<file path="config.mk">
export PLATFORM = sky130hd
export DESIGN_NAME = framed_hex_command_parser
export DESIGN_NICKNAME = d
export VERILOG_FILES = /design/src/rtl/fhcp_pkg.sv /design/src/rtl/framed_hex_command_parser.sv /design/src/rtl/fhcp_front.sv /design/src/rtl/fhcp_queue.sv /design/src/rtl/fhcp_back.sv
export SDC_FILE = /design/constraint.sdc
export NUM_CORES = 1
export LEC_CHECK = 0
export BUFFER_PORTS_ARGS = -buffer_cell sky130_fd_sc_hd__clkbuf_2
export CORE_MARGIN = 10
export CORE_UTILIZATION = 61
export DETAILED_ROUTE_END_ITERATION = 10
export PLACE_DENSITY = 0.8
export SYNTH_ARGS = -nofsm -noshare
export SYNTH_HDL_FRONTEND = slang
export SYNTH_HIERARCHICAL = 1
export SYNTH_SLANG_ARGS = --single-unit
</file>
<file path="constraint.sdc">
create_clock -name clk_i -period 8.4 [get_ports clk_i]
set_input_delay 0.84 -clock clk_i [delete_from_list [all_inputs] [get_ports clk_i]]
set_output_delay 0.84 -clock clk_i [all_outputs]
set_load 0.01 [all_outputs]
</file>
<file path="src/rtl/fhcp_pkg.sv">
// Shared types, constants and helper functions for the framed hex command parser.
// Used by every module in rtl/; depends on nothing else.
package fhcp_pkg;

  // Frame delimiters.
  localparam logic [7:0] CHAR_START = 8'h3C;  // '<'
  localparam logic [7:0] CHAR_END   = 8'h3E;  // '>'

  // CRC-8/CDMA2000: poly 0x9B, init 0xFF, no reflection, no final xor.
  localparam logic [7:0] CRC_POLY = 8'h9B;
  localparam logic [7:0] CRC_INIT = 8'hFF;

  // Frame length field width (a stored length never exceeds 15).
  localparam int unsigned LEN_W = 4;

  // Positions 0..HEX_SPAN-1 cover every set-point digit.
  localparam int unsigned HEX_SPAN = 12;

  // Command words, six characters each, in priority order.
  localparam int unsigned NUM_CMDS   = 5;
  localparam int unsigned WORD_CHARS = 6;
  localparam logic [7:0] CMD_WORDS [NUM_CMDS][WORD_CHARS] = '{
    '{"M", "E", "S", "A", "2", "A"},
    '{"R", "E", "D", "T", "1", "0"},
    '{"P", "T", "S", "T", "E", "8"},
    '{"S", "A", "V", "E", "0", "2"},
    '{"E", "X", "I", "T", "C", "6"}
  };

  typedef enum logic [2:0] {
    ST_CRC_ERR     = 3'd0,
    ST_SET_POINTS  = 3'd1,
    ST_MEASURE_ANG = 3'd2,
    ST_READ_TEMPS  = 3'd3,
    ST_PUMP_TOGGLE = 3'd4,
    ST_SAVE        = 3'd5,
    ST_EXIT_PROG   = 3'd6,
    ST_BAD_CMD     = 3'd7
  } fhcp_status_e;

  // First command word maps onto this status code.
  localparam int unsigned CMD_BASE = 2;

  // One closed frame as handed from the front end to the back end.
  typedef struct packed {
    logic [LEN_W-1:0] len;
    logic [7:0]       crc_c;
    logic [7:0]       crc_s;
    fhcp_status_e     cmd;
    logic [7:0]       room_temp;
    logic [3:0]       temp_band;
    logic [11:0]      close_angle;
    logic [11:0]      open_angle;
    logic [3:0]       angle_band;
  } fhcp_rec_t;

  // ASCII hex digit to value; anything else reads as zero.
  function automatic logic [3:0] hex_digit(input logic [7:0] c);
    logic [3:0] v;
    v = 4'h0;
    if (c >= "0" && c <= "9") begin
      v = c[3:0];
    end else if ((c >= "A" && c <= "F") || (c >= "a" && c <= "f")) begin
      v = c[3:0] + 4'd9;
    end
    return v;
  endfunction

  // Fold one byte into the running CRC, MSB first.
  function automatic logic [7:0] crc_step(input logic [7:0] crc, input logic [7:0] c);
    logic [7:0] x;
    x = crc ^ c;
    for (int b = 0; b < 8; b++) begin
      x = x[7] ? ((x << 1) ^ CRC_POLY) : (x << 1);
    end
    return x;
  endfunction

endpackage

</file>
<file path="src/rtl/framed_hex_command_parser.sv">
// Framed hex command parser: character-in, frame-result-out.
// Instantiates fhcp_front, fhcp_queue and fhcp_back; depends on fhcp_pkg.
//
// Usage:
//   Input channel (in_valid_i / in_stall_o / rx_char_i) carries one received
//   character per word. '<' opens or restarts a frame, '>' closes it;
//   characters beyond FRAME_CHARS are dropped, characters outside a frame
//   are ignored.
//   Output channel (out_valid_o / out_stall_i / result fields) carries one
//   word per closing '>' seen inside a frame: CRC-8/CDMA2000 check result,
//   decoded set points or command status, and the kept pump bit.
//   Throughput: one character per cycle while in_stall_o is low. The CRC runs two
//   characters behind the store, one byte per cycle, so the frame is fully
//   checked the moment '>' arrives.
//   The result for an accepted '>' passes through the front end, the
//   two-entry record queue, then the output register.
//   Back-pressure: while the output is stalled the result word holds; the
//   queue absorbs up to two closed frames, and in_stall_o rises only once
//   it is full.
//   Reset: rst_ni (asynchronous, active low) drops any open frame, empties
//   the queue and output register, and switches the pump bit off.
module framed_hex_command_parser #(
  parameter int unsigned FRAME_CHARS = 14,
  parameter int unsigned SHORT_CHARS = 6
) (
  input  logic        clk_i,
  input  logic        rst_ni,
  input  logic        in_valid_i,
  output logic        in_stall_o,
  input  logic [7:0]  rx_char_i,
  output logic        out_valid_o,
  input  logic        out_stall_i,
  output logic [2:0]  frame_status_o,
  output logic [7:0]  room_temp_target_o,
  output logic [3:0]  temp_band_o,
  output logic [11:0] close_angle_target_o,
  output logic [11:0] open_angle_target_o,
  output logic [3:0]  angle_band_o,
  output logic [7:0]  crc_computed_o,
  output logic [7:0]  crc_sent_o,
  output logic        pump_on_o,
  output logic [3:0]  frame_length_o
);
  import fhcp_pkg::*;

  logic      q_full, q_push, q_valid, q_pop;
  fhcp_rec_t push_rec, pop_rec;

  // Front end: framing, storage and running CRC.
  fhcp_front #(
    .FRAME_CHARS (FRAME_CHARS),
    .SHORT_CHARS (SHORT_CHARS)
  ) u_front (
    .clk_i      (clk_i),
    .rst_ni     (rst_ni),
    .in_valid_i (in_valid_i),
    .rx_char_i  (rx_char_i),
    .in_stall_o (in_stall_o),
    .full_i     (q_full),
    .push_o     (q_push),
    .rec_o      (push_rec)
  );

  // Decouple the two halves so either may stall on its own.
  fhcp_queue u_queue (
    .clk_i       (clk_i),
    .rst_ni      (rst_ni),
    .push_i      (q_push),
    .push_rec_i  (push_rec),
    .full_o      (q_full),
    .pop_valid_o (q_valid),
    .pop_i       (q_pop),
    .pop_rec_o   (pop_rec)
  );

  // Back end: verdict, pump bit and output register.
  fhcp_back #(
    .FRAME_CHARS (FRAME_CHARS)
  ) u_back (
    .clk_i                (clk_i),
    .rst_ni               (rst_ni),
    .rec_valid_i          (q_valid),
    .rec_i                (pop_rec),
    .pop_o                (q_pop),
    .out_valid_o          (out_valid_o),
    .out_stall_i          (out_stall_i),
    .frame_status_o       (frame_status_o),
    .room_temp_target_o   (room_temp_target_o),
    .temp_band_o          (temp_band_o),
    .close_angle_target_o (close_angle_target_o),
    .open_angle_target_o  (open_angle_target_o),
    .angle_band_o         (angle_band_o),
    .crc_computed_o       (crc_computed_o),
    .crc_sent_o           (crc_sent_o),
    .pump_on_o            (pump_on_o),
    .frame_length_o       (frame_length_o)
  );

`ifndef NO_ASSERTIONS
  a_stall_means_full: assert property (@(posedge clk_i) disable iff (!rst_ni)
    in_stall_o |-> (q_full && q_valid))
    else $error("input stalled while queue has room");
  a_setpts_zero_else: assert property (@(posedge clk_i) disable iff (!rst_ni)
    (out_valid_o && frame_status_o != ST_SET_POINTS) |->
      (room_temp_target_o == 8'h00 && temp_band_o == 4'h0 &&
       close_angle_target_o == 12'h000 && open_angle_target_o == 12'h000 &&
       angle_band_o == 4'h0))
    else $error("set-point fields not cleared");
  a_drain_when_free: assert property (@(posedge clk_i) disable iff (!rst_ni)
    (q_valid && !out_valid_o) |=> out_valid_o)
    else $error("queued frame not moved to the idle output");
`endif

endmodule

</file>
<file path="src/rtl/fhcp_front.sv">
// Front end: takes characters, tracks framing, stores the body and runs the CRC.
// Emits one fhcp_rec_t per closing delimiter; depends on fhcp_pkg.
module fhcp_front #(
  parameter int unsigned FRAME_CHARS = 14,
  parameter int unsigned SHORT_CHARS = 6
) (
  input  logic               clk_i,
  input  logic               rst_ni,
  input  logic               in_valid_i,
  input  logic [7:0]         rx_char_i,
  output logic               in_stall_o,
  input  logic               full_i,
  output logic               push_o,
  output fhcp_pkg::fhcp_rec_t rec_o
);
  import fhcp_pkg::*;

  localparam int unsigned IW = (FRAME_CHARS > 1) ? $clog2(FRAME_CHARS) : 1;

  logic             in_frame_q, in_frame_d;
  logic [LEN_W-1:0] count_q, count_d;
  logic [7:0]       crc_q, crc_d;
  logic [7:0]       last1_q, last1_d;
  logic [7:0]       last2_q, last2_d;
  logic [7:0]       store_q [FRAME_CHARS];
  logic             accept, store_en;
  logic [7:0]       chars_ext [HEX_SPAN];
  fhcp_status_e     cmd_status;

  assign in_stall_o = full_i;
  assign accept     = in_valid_i && !full_i;
  assign store_en   = accept && in_frame_q && (rx_char_i != CHAR_START) &&
                      (rx_char_i != CHAR_END) && (count_q < LEN_W'(FRAME_CHARS));
  assign push_o     = accept && in_frame_q && (rx_char_i == CHAR_END);

  // Framing and running CRC; the CRC trails the store by two characters.
  always_comb begin
    in_frame_d = in_frame_q;
    count_d    = count_q;
    crc_d      = crc_q;
    last1_d    = last1_q;
    last2_d    = last2_q;
    if (accept) begin
      if (rx_char_i == CHAR_START) begin
        in_frame_d = 1'b1;
        count_d    = '0;
        crc_d      = CRC_INIT;
      end else if (in_frame_q && rx_char_i == CHAR_END) begin
        in_frame_d = 1'b0;
        count_d    = '0;
      end else if (store_en) begin
        if (count_q >= LEN_W'(2)) begin
          crc_d = crc_step(crc_q, last2_q);
        end
        last2_d = last1_q;
        last1_d = rx_char_i;
        count_d = count_q + LEN_W'(1);
      end
    end
  end

  always_ff @(posedge clk_i or negedge rst_ni) begin
    if (!rst_ni) begin
      in_frame_q <= 1'b0;
      count_q    <= '0;
    end else begin
      in_frame_q <= in_frame_d;
      count_q    <= count_d;
    end
  end

  always_ff @(posedge clk_i) begin
    crc_q   <= crc_d;
    last1_q <= last1_d;
    last2_q <= last2_d;
    if (store_en) begin
      store_q[count_q[IW-1:0]] <= rx_char_i;
    end
  end

  // Set-point digit positions; past the store they read as zero.
  always_comb begin
    for (int k = 0; k < HEX_SPAN; k++) begin
      chars_ext[k] = 8'h00;
      if (k < FRAME_CHARS) begin
        chars_ext[k] = store_q[IW'(k)];
      end
    end
  end

  // Match the stored text against the command words, first hit wins.
  always_comb begin
    logic       hit, done, found;
    logic [7:0] wc, sc;
    cmd_status = ST_BAD_CMD;
    found      = 1'b0;
    for (int w = 0; w < NUM_CMDS; w++) begin
      hit  = 1'b1;
      done = 1'b0;
      for (int k = 0; k < SHORT_CHARS; k++) begin
        wc = 8'h00;
        if (k < WORD_CHARS) begin
          wc = CMD_WORDS[w][k];
        end
        sc = (LEN_W'(k) < count_q) ? store_q[IW'(k)] : 8'h00;
        if (!done) begin
          if (wc != sc) begin
            hit  = 1'b0;
            done = 1'b1;
          end else if (wc == 8'h00) begin
            done = 1'b1;
          end
        end
      end
      if (hit && !found) begin
        found      = 1'b1;
        cmd_status = fhcp_status_e'(3'(CMD_BASE + w));
      end
    end
  end

  always_comb begin
    rec_o.len         = count_q;
    rec_o.crc_c       = crc_q;
    rec_o.crc_s       = {hex_digit(last2_q), hex_digit(last1_q)};
    rec_o.cmd         = cmd_status;
    rec_o.room_temp   = {hex_digit(chars_ext[2]), hex_digit(chars_ext[3])};
    rec_o.temp_band   = hex_digit(chars_ext[4]);
    rec_o.close_angle = {hex_digit(chars_ext[5]), hex_digit(chars_ext[6]),
                         hex_digit(chars_ext[7])};
    rec_o.open_angle  = {hex_digit(chars_ext[8]), hex_digit(chars_ext[9]),
                         hex_digit(chars_ext[10])};
    rec_o.angle_band  = hex_digit(chars_ext[11]);
  end

endmodule

</file>
<file path="src/rtl/fhcp_queue.sv">
// Two-entry queue of frame records between the front and back ends.
// Depends on fhcp_pkg for the record type.
module fhcp_queue (
  input  logic                clk_i,
  input  logic                rst_ni,
  input  logic                push_i,
  input  fhcp_pkg::fhcp_rec_t push_rec_i,
  output logic                full_o,
  output logic                pop_valid_o,
  input  logic                pop_i,
  output fhcp_pkg::fhcp_rec_t pop_rec_o
);
  import fhcp_pkg::*;

  fhcp_rec_t  slot_q [2];
  logic       wr_ptr_q, wr_ptr_d;
  logic       rd_ptr_q, rd_ptr_d;
  logic [1:0] fill_q, fill_d;
  logic       do_pop;

  assign full_o      = fill_q[1];
  assign pop_valid_o = (fill_q != 2'd0);
  assign pop_rec_o   = slot_q[rd_ptr_q];
  assign do_pop      = pop_i && pop_valid_o;

  always_comb begin
    wr_ptr_d = push_i ? !wr_ptr_q : wr_ptr_q;
    rd_ptr_d = do_pop ? !rd_ptr_q : rd_ptr_q;
    fill_d   = fill_q + {1'b0, push_i} - {1'b0, do_pop};
  end

  always_ff @(posedge clk_i or negedge rst_ni) begin
    if (!rst_ni) begin
      wr_ptr_q <= 1'b0;
      rd_ptr_q <= 1'b0;
      fill_q   <= 2'd0;
    end else begin
      wr_ptr_q <= wr_ptr_d;
      rd_ptr_q <= rd_ptr_d;
      fill_q   <= fill_d;
    end
  end

  always_ff @(posedge clk_i) begin
    if (push_i) begin
      slot_q[wr_ptr_q] <= push_rec_i;
    end
  end

`ifndef NO_ASSERTIONS
  a_fill_range: assert property (@(posedge clk_i) disable iff (!rst_ni)
    fill_q != 2'd3)
    else $error("queue fill count out of range");
  a_no_overflow: assert property (@(posedge clk_i) disable iff (!rst_ni)
    full_o |-> !push_i)
    else $error("push into full queue");
  a_fill_track: assert property (@(posedge clk_i) disable iff (!rst_ni)
    (push_i && !do_pop) |=> fill_q == $past(fill_q) + 2'd1)
    else $error("fill count missed a push");
`endif

endmodule

</file>
<file path="src/rtl/fhcp_back.sv">
// Back end: checks the CRC, resolves the frame status, keeps the pump bit
// and holds the result word in the output register. Depends on fhcp_pkg.
module fhcp_back #(
  parameter int unsigned FRAME_CHARS = 14
) (
  input  logic                clk_i,
  input  logic                rst_ni,
  input  logic                rec_valid_i,
  input  fhcp_pkg::fhcp_rec_t rec_i,
  output logic                pop_o,
  output logic                out_valid_o,
  input  logic                out_stall_i,
  output logic [2:0]          frame_status_o,
  output logic [7:0]          room_temp_target_o,
  output logic [3:0]          temp_band_o,
  output logic [11:0]         close_angle_target_o,
  output logic [11:0]         open_angle_target_o,
  output logic [3:0]          angle_band_o,
  output logic [7:0]          crc_computed_o,
  output logic [7:0]          crc_sent_o,
  output logic                pump_on_o,
  output logic [3:0]          frame_length_o
);
  import fhcp_pkg::*;

  logic         out_valid_q, out_valid_d;
  logic         pump_q, pump_d;
  logic         take, load, short_frame, crc_ok, set_pts;
  fhcp_status_e status;
  fhcp_rec_t    res_d, res_q;

  // Advance when the output register is free or being drained.
  assign take  = !out_valid_q || !out_stall_i;
  assign load  = take && rec_valid_i;
  assign pop_o = load;

  always_comb begin
    short_frame = rec_i.len < LEN_W'(2);
    crc_ok      = !short_frame && (rec_i.crc_c == rec_i.crc_s);
    if (!crc_ok) begin
      status = ST_CRC_ERR;
    end else if (rec_i.len == LEN_W'(FRAME_CHARS)) begin
      status = ST_SET_POINTS;
    end else begin
      status = rec_i.cmd;
    end
    set_pts = (status == ST_SET_POINTS);

    res_d             = rec_i;
    res_d.cmd         = status;
    res_d.crc_c       = short_frame ? 8'h00 : rec_i.crc_c;
    res_d.crc_s       = short_frame ? 8'h00 : rec_i.crc_s;
    res_d.room_temp   = set_pts ? rec_i.room_temp : 8'h00;
    res_d.temp_band   = set_pts ? rec_i.temp_band : 4'h0;
    res_d.close_angle = set_pts ? rec_i.close_angle : 12'h000;
    res_d.open_angle  = set_pts ? rec_i.open_angle : 12'h000;
    res_d.angle_band  = set_pts ? rec_i.angle_band : 4'h0;

    out_valid_d = take ? rec_valid_i : out_valid_q;
    pump_d      = pump_q ^ (load && status == ST_PUMP_TOGGLE);
  end

  always_ff @(posedge clk_i or negedge rst_ni) begin
    if (!rst_ni) begin
      out_valid_q <= 1'b0;
      pump_q      <= 1'b0;
    end else begin
      out_valid_q <= out_valid_d;
      pump_q      <= pump_d;
    end
  end

  always_ff @(posedge clk_i) begin
    if (load) begin
      res_q <= res_d;
    end
  end

  assign out_valid_o          = out_valid_q;
  assign frame_status_o       = res_q.cmd;
  assign room_temp_target_o   = res_q.room_temp;
  assign temp_band_o          = res_q.temp_band;
  assign close_angle_target_o = res_q.close_angle;
  assign open_angle_target_o  = res_q.open_angle;
  assign angle_band_o         = res_q.angle_band;
  assign crc_computed_o       = res_q.crc_c;
  assign crc_sent_o           = res_q.crc_s;
  assign pump_on_o            = pump_q;
  assign frame_length_o       = res_q.len;

`ifndef NO_ASSERTIONS
  a_pump_only_on_toggle: assert property (@(posedge clk_i) disable iff (!rst_ni)
    (pump_q != $past(pump_q)) |-> (out_valid_q && res_q.cmd == ST_PUMP_TOGGLE))
    else $error("pump bit changed without a toggle command");
  a_setpts_len: assert property (@(posedge clk_i) disable iff (!rst_ni)
    (out_valid_q && res_q.cmd == ST_SET_POINTS) |-> res_q.len == LEN_W'(FRAME_CHARS))
    else $error("set points reported for a frame of wrong length");
  a_short_is_err: assert property (@(posedge clk_i) disable iff (!rst_ni)
    (out_valid_q && res_q.len < LEN_W'(2)) |->
      (res_q.cmd == ST_CRC_ERR && res_q.crc_c == 8'h00 && res_q.crc_s == 8'h00))
    else $error("short frame not reported as CRC error");
`endif

endmodule
</file>
# Yosys cells after proc, flatten, opt, wreduce, memory -nomap -nowiden
# Memories as Yosys holds them, arrays and structs flattened.
# Index checks and enable logic that the tools add are counted.
dict set report totals {
  ff_bits 98
  ram_bits 238
  input_bits 12
  out_inout_bits 66
  word_cells 404
  mem_count 2
}
# memory depth width read_ports rd_clocked_by_memory_dff wr line
set mem_list {}
lappend mem_list {u_queue.slot_q 2 63 1 0 1 fhcp_queue.sv:15} ;# fhcp_rec_t slot_q [2];
lappend mem_list {u_front.store_q 14 8 12 0 1 fhcp_front.sv:25} ;# logic [7:0] store_q [FRAME_CHARS];
dict set report op_classes {
  add_sub_neg 15
  magnitude_cmp 81
  eq_ne 35
  mux 157
  n_bitwise 12
  n_reduce_logical 83
}
# op count
set op_table {}
lappend op_table {{8-bit by 7-bit greater-or-equal comparator with 1-bit output, second input constant} 24}
lappend op_table {{8-bit by 7-bit <= comparator with 1-bit output, second input constant} 24}
lappend op_table {{7-bit by 8-bit != test with 1-bit output, first input constant} 19}
lappend op_table {{8-bit two-way mux} 17}
lappend op_table {{4-bit two-way mux} 27}
lappend op_table {{1-bit two-way mux} 106}
lappend op_table {{8-bit by 6-bit greater-or-equal comparator with 1-bit output, second input constant} 12}
lappend op_table {{8-bit by 6-bit <= comparator with 1-bit output, second input constant} 12}
lappend op_table {{6-bit by 8-bit != test with 1-bit output, first input constant} 7}
lappend op_table {{1-bit logical AND} 51}
lappend op_table {{4-bit adder, second input constant} 12}
lappend op_table {{5-bit inverter} 8}
lappend op_table {{3-bit two-way mux} 7}
lappend op_table {{8-bit by 6-bit equality test with 1-bit output, second input constant} 2}
lappend op_table {{8-bit by 6-bit != test with 1-bit output, second input constant} 2}
lappend op_table {{1-bit logical OR} 13}
lappend op_table {{1-bit zero test} 10}
lappend op_table {{8-bit equality test} 1}
lappend op_table {{1-bit by 4-bit < comparator with 1-bit output, first input constant} 2}
lappend op_table {{2-bit by 4-bit < comparator with 1-bit output, first input constant} 2}
lappend op_table {{3-bit by 4-bit < comparator with 1-bit output, first input constant} 2}
lappend op_table {{4-bit AND reduction} 2}
lappend op_table {{2-bit nonzero test} 4}
lappend op_table {{8-bit XOR} 1}
lappend op_table {{other kinds (14)} 16}

# Logic depth before layout (Yosys ltp)
dict set report logic_depth {
  ltp_word 27
  ltp_mapped 8
  mapped_depth_nobuf 8
}

# By module
# Netlist, hierarchy kept.
# module instances cells_per_inst area_per_inst_um2 seq_area_each_um2
set modules_own_cells {}
lappend modules_own_cells {fhcp_front 1 532 6476.2 3728.6}
lappend modules_own_cells {fhcp_queue 1 212 5039.8 3883.7}
lappend modules_own_cells {fhcp_back 1 153 2539.9 1941.9}

# Worst setup path before layout
# OpenSTA, ideal clock, no wires.
dict set report synth_timing {
  path_type {input -> register}
  from {input out_stall_i}
  to {register u_queue.fill_q[1]}
  setup_time_ps 80
  t_arrival_ps 6656
  t_required_ps 8320
  path_slack_ps 1664
  stages 7
  n_path_buf 0
  cell_sequence {a21boi_0 > o21a_1 > ha_1 > inv_1 > ha_1 > xnor2_1 > xnor2_1}
}
dict set report synth_between {
  elab_chain_len 5
}
# element line
set synth_rtl {}
lappend synth_rtl {{from (decl)} framed_hex_command_parser.sv:32} ;# input logic out_stall_i,
lappend synth_rtl {{1-bit zero test} fhcp_back.sv:33} ;# assign take = !out_valid_q || !out_stall_i;
lappend synth_rtl {{1-bit logical OR} fhcp_back.sv:33}
lappend synth_rtl {{1-bit logical AND} fhcp_back.sv:34} ;# assign load = take && rec_valid_i;
lappend synth_rtl {{1-bit logical AND} fhcp_queue.sv:24} ;# assign do_pop = pop_i && pop_valid_o;
lappend synth_rtl {{net u_queue.do_pop} fhcp_queue.sv:19} ;# logic do_pop;
lappend synth_rtl {{2-bit by 1-bit subtractor with 2-bit output} fhcp_queue.sv:29} ;# fill_d = fill_q + {1'b0, push_i} - {1'b0, do_pop};
lappend synth_rtl {{net u_queue.fill_d[1]} fhcp_queue.sv:18} ;# logic [1:0] fill_q, fill_d;
lappend synth_rtl {{to (signal assigned)} fhcp_queue.sv:40} ;# fill_q <= fill_d;
lappend synth_rtl {{to (decl)} fhcp_queue.sv:18}
# The timed path passes the listed nets, and every way through them passes these cells.
# A chain may end at the register's enable or synchronous reset.

==> results.tsv <==
metric	value	unit
clk_pin_slew_worst_paths	0.07	ns
timing.final.ws_setup	4.66	ns
leakagePower	0.00595	µW
finalHoldViolCount	0	
r2r-start	u_queue/rd_ptr_q	
vias_per_cell	5.78	
hold_path.class	in -> async	
crit_top_cell	buf_4	
worstPathArrival	4.04	ns
finalWirelength	24700	µm
first_pass_iters	6	
required	8.69	ns
path_delay_family	simple AND/OR/NAND/NOR gates	
p_int	3420	µW
p_per_area	296	mW/mm²
crit_buf_inv	2	
holdWs	0.169	ns
syn_area	0.0141	mm²
fin_setup_tns	0	ns
reg2reg_depth	7	
clockPowerShare	0.313	
finalSetupViolations	0	
fmax	267	MHz
fin_nets	1050	
yosys_warnings	6	
row_count	55	
post-cts-setup-buffer-count	0	
max_cap_violations	0	
gr-total-overflow	0	
place_ws	4.68	ns
die_y	172	µm
die_w	172	µm
crit_path_end_kind	flop	
netlist_top_cells_count	edfxtp_1, mux2_4, and2_1	
synth_cells	897	
clock-sinks	320	
start_util	0.621	
cts_made_buffers	31	
ir_drop	0.000170	V
clockRootBuffer	clkbuf_16	
dieArea	0.0295	mm²
critPathMaxFanout	58	
power_frac_comb	0.221	
min_period_over_period	0.446	
antenna_found_initial	0	
crit_type	reg -> reg	
synth_top_cell_by_area	edfxtp_1	
maxSlewViolCount	0	
skew	0.0142	ns
min_period	3.74	ns
syn_to_final_growth	12.3	%
cts_hold_buffers	0	
status	complete, no violations	
seqPwrFrac	0.466	
syn_nets	952	
dp.cells	1247	
path_cells	buf_4, mux2_2, nor3_2, nand2b_1, nor4_4, buf_4, and2_2	
switching_power	1250	µW
critPathLaunchType	flop	
p_sw_frac	0.268	
syn_area_per_cell	15.7	µm²
cts_resized	0	
timing.rr.end	u_back/open_angle_target_o[0]	
track_usage	0.166	
antennaDiodeCount	0	
fin_total_pwr	4670	µW
synth_edf_count	309	
grt_pass1_vias	7546	
synthFlopType	edfxtp_1	
drc	0	
place_congestion	0.902	
slowest_stage	buf_4	
postSynth.asyncResetShare	0.0344	
clock_latency	0.55	ns
yosysSeqAreaShare	0.680	
portBuffers	77	
worstMarginPinSlew	1.11	ns
drive_gt1_frac	0.215	
htreeDepth	1	
io_pins	78	
rsz0062_at_grt	false	
synth_top_area_frac	0.660	
cpPeakStageDelay	0.84	ns
clock_path_buffers	3	
grt_max_degree	66	
grt_pass1_wl	38900	µm
ys_types	68	
synth_seq_cells	320	
placeableCoreArea	0.0226	mm²
vias	7532	
cts_tree	built	
r2r_slack	4.66	ns
synth.most_common_cell	edfxtp_1	
synthTopCellsByArea	edfxtp_1, mux2_4, ha_1	
drt-initial-drc-count	702	
final_cells	1304	
dp_hpwl	16300	µm
maxSlewHeadroom	0.243	
drt.antenna.violating_nets	0	
wl_per_cell	18.9	µm
==> logic make-up after synthesis <==
| kind of cell | Yosys count | share of synthesized area |
|---|---|---|
| flip-flops | 320 | 0.680 |
| AND/OR/NAND/NOR | 260 | 0.113 |
| AO/OA/AOI/OAI | 102 | 0.0466 |
| multiplexers | 76 | 0.0757 |
| buffers and inverters | 63 | 0.0250 |
| adder cells (fa/ha/maj) | 43 | 0.0383 |
| XOR/XNOR | 33 | 0.0215 |
==> stage by stage <==
stage	cell area, µm²	utilization
floorplan	14100	-
global placement	14700	0.648
detailed placement	14700	0.648
CTS	15800	0.697
global route	15800	0.697
finish	15800	0.697
==> state kept, by name (all words and copies together), names as in the netlist, 12 cells and up <==
register                     count
u_queue/slot_q                 126
u_front/store_q                 96
u_back/close_angle_target_o     12
u_back/open_angle_target_o      12
==> routing by layer <==
layer / track usage / up-vias / share of wire / routed length, µm
met3: 0.0268 / 34 / 0.059 / 1460
met5: 0 / - / 0 / 0
li1: - / 3594 / - / -
met1: 0.223 / 3709 / 0.45 / 11100
met4: 0.0409 / 0 / 0.015 / 364
met2: 0.277 / 195 / 0.47 / 11700
==> how the worst max path moves through the flow <==
stage	slack (ns)	startpoint	endpoint	cells after the start
after global placement	4.83	u_queue/rd_ptr_q	u_back/open_angle_target_o[0]	7
after CTS	4.67	u_queue/rd_ptr_q	u_back/open_angle_target_o[9]	7
after floorplan	1.66	out_stall_i	u_queue/fill_q[1]	7
after detailed placement	4.68	u_queue/rd_ptr_q	u_back/open_angle_target_o[9]	7
final	4.66	u_queue/rd_ptr_q	u_back/open_angle_target_o[0]	7
after global routing	4.41	u_queue/rd_ptr_q	u_back/open_angle_target_o[0]	7
==> area by class of cell <==
class                   instances  area [µm²]
fillers                      1432        6850
repair buffers                 82         423
clock buffers                  36         815
flip-flops and latches        320        9560
multi-input cells             514        4170
inverters                      46         173
well taps                     285         357
clock inverters                21         292
==> cell usage in the layout (no fill, tap or decap), types with 11 or more instances in the layout <==
cell | synthesis | routed
inv_1 | 45 | 45
ha_1 | 43 | 43
nand3_1 | 20 | 20
a21oi_1 | 21 | 21
edfxtp_1 | 309 | 309
nand2_1 | 23 | 23
o21ai_0 | 29 | 29
o22ai_1 | 11 | 11
nor2b_1 | 20 | 19
clkbuf_16 | 0 | 31
nand4_1 | 15 | 15
nor2_1 | 41 | 41
nor4b_1 | 11 | 11
clkbuf_2 | 4 | 77
mux2_4 | 59 | 59
nor3b_1 | 15 | 15
and2_1 | 47 | 46
mux2i_1 | 11 | 11
xnor2_1 | 27 | 27
==> power by group through the flow <==
stage	Sequential [µW]	Combinational (µW)	Clock, µW
after floorplan	2230	770	0
after CTS	2180	1040	1490
final	2180	1030	1460
after detailed placement	2210	1040	0
after global routing	2200	1120	1560
after global placement	2200	1010	0
Power figures use the tool's default switching activity.
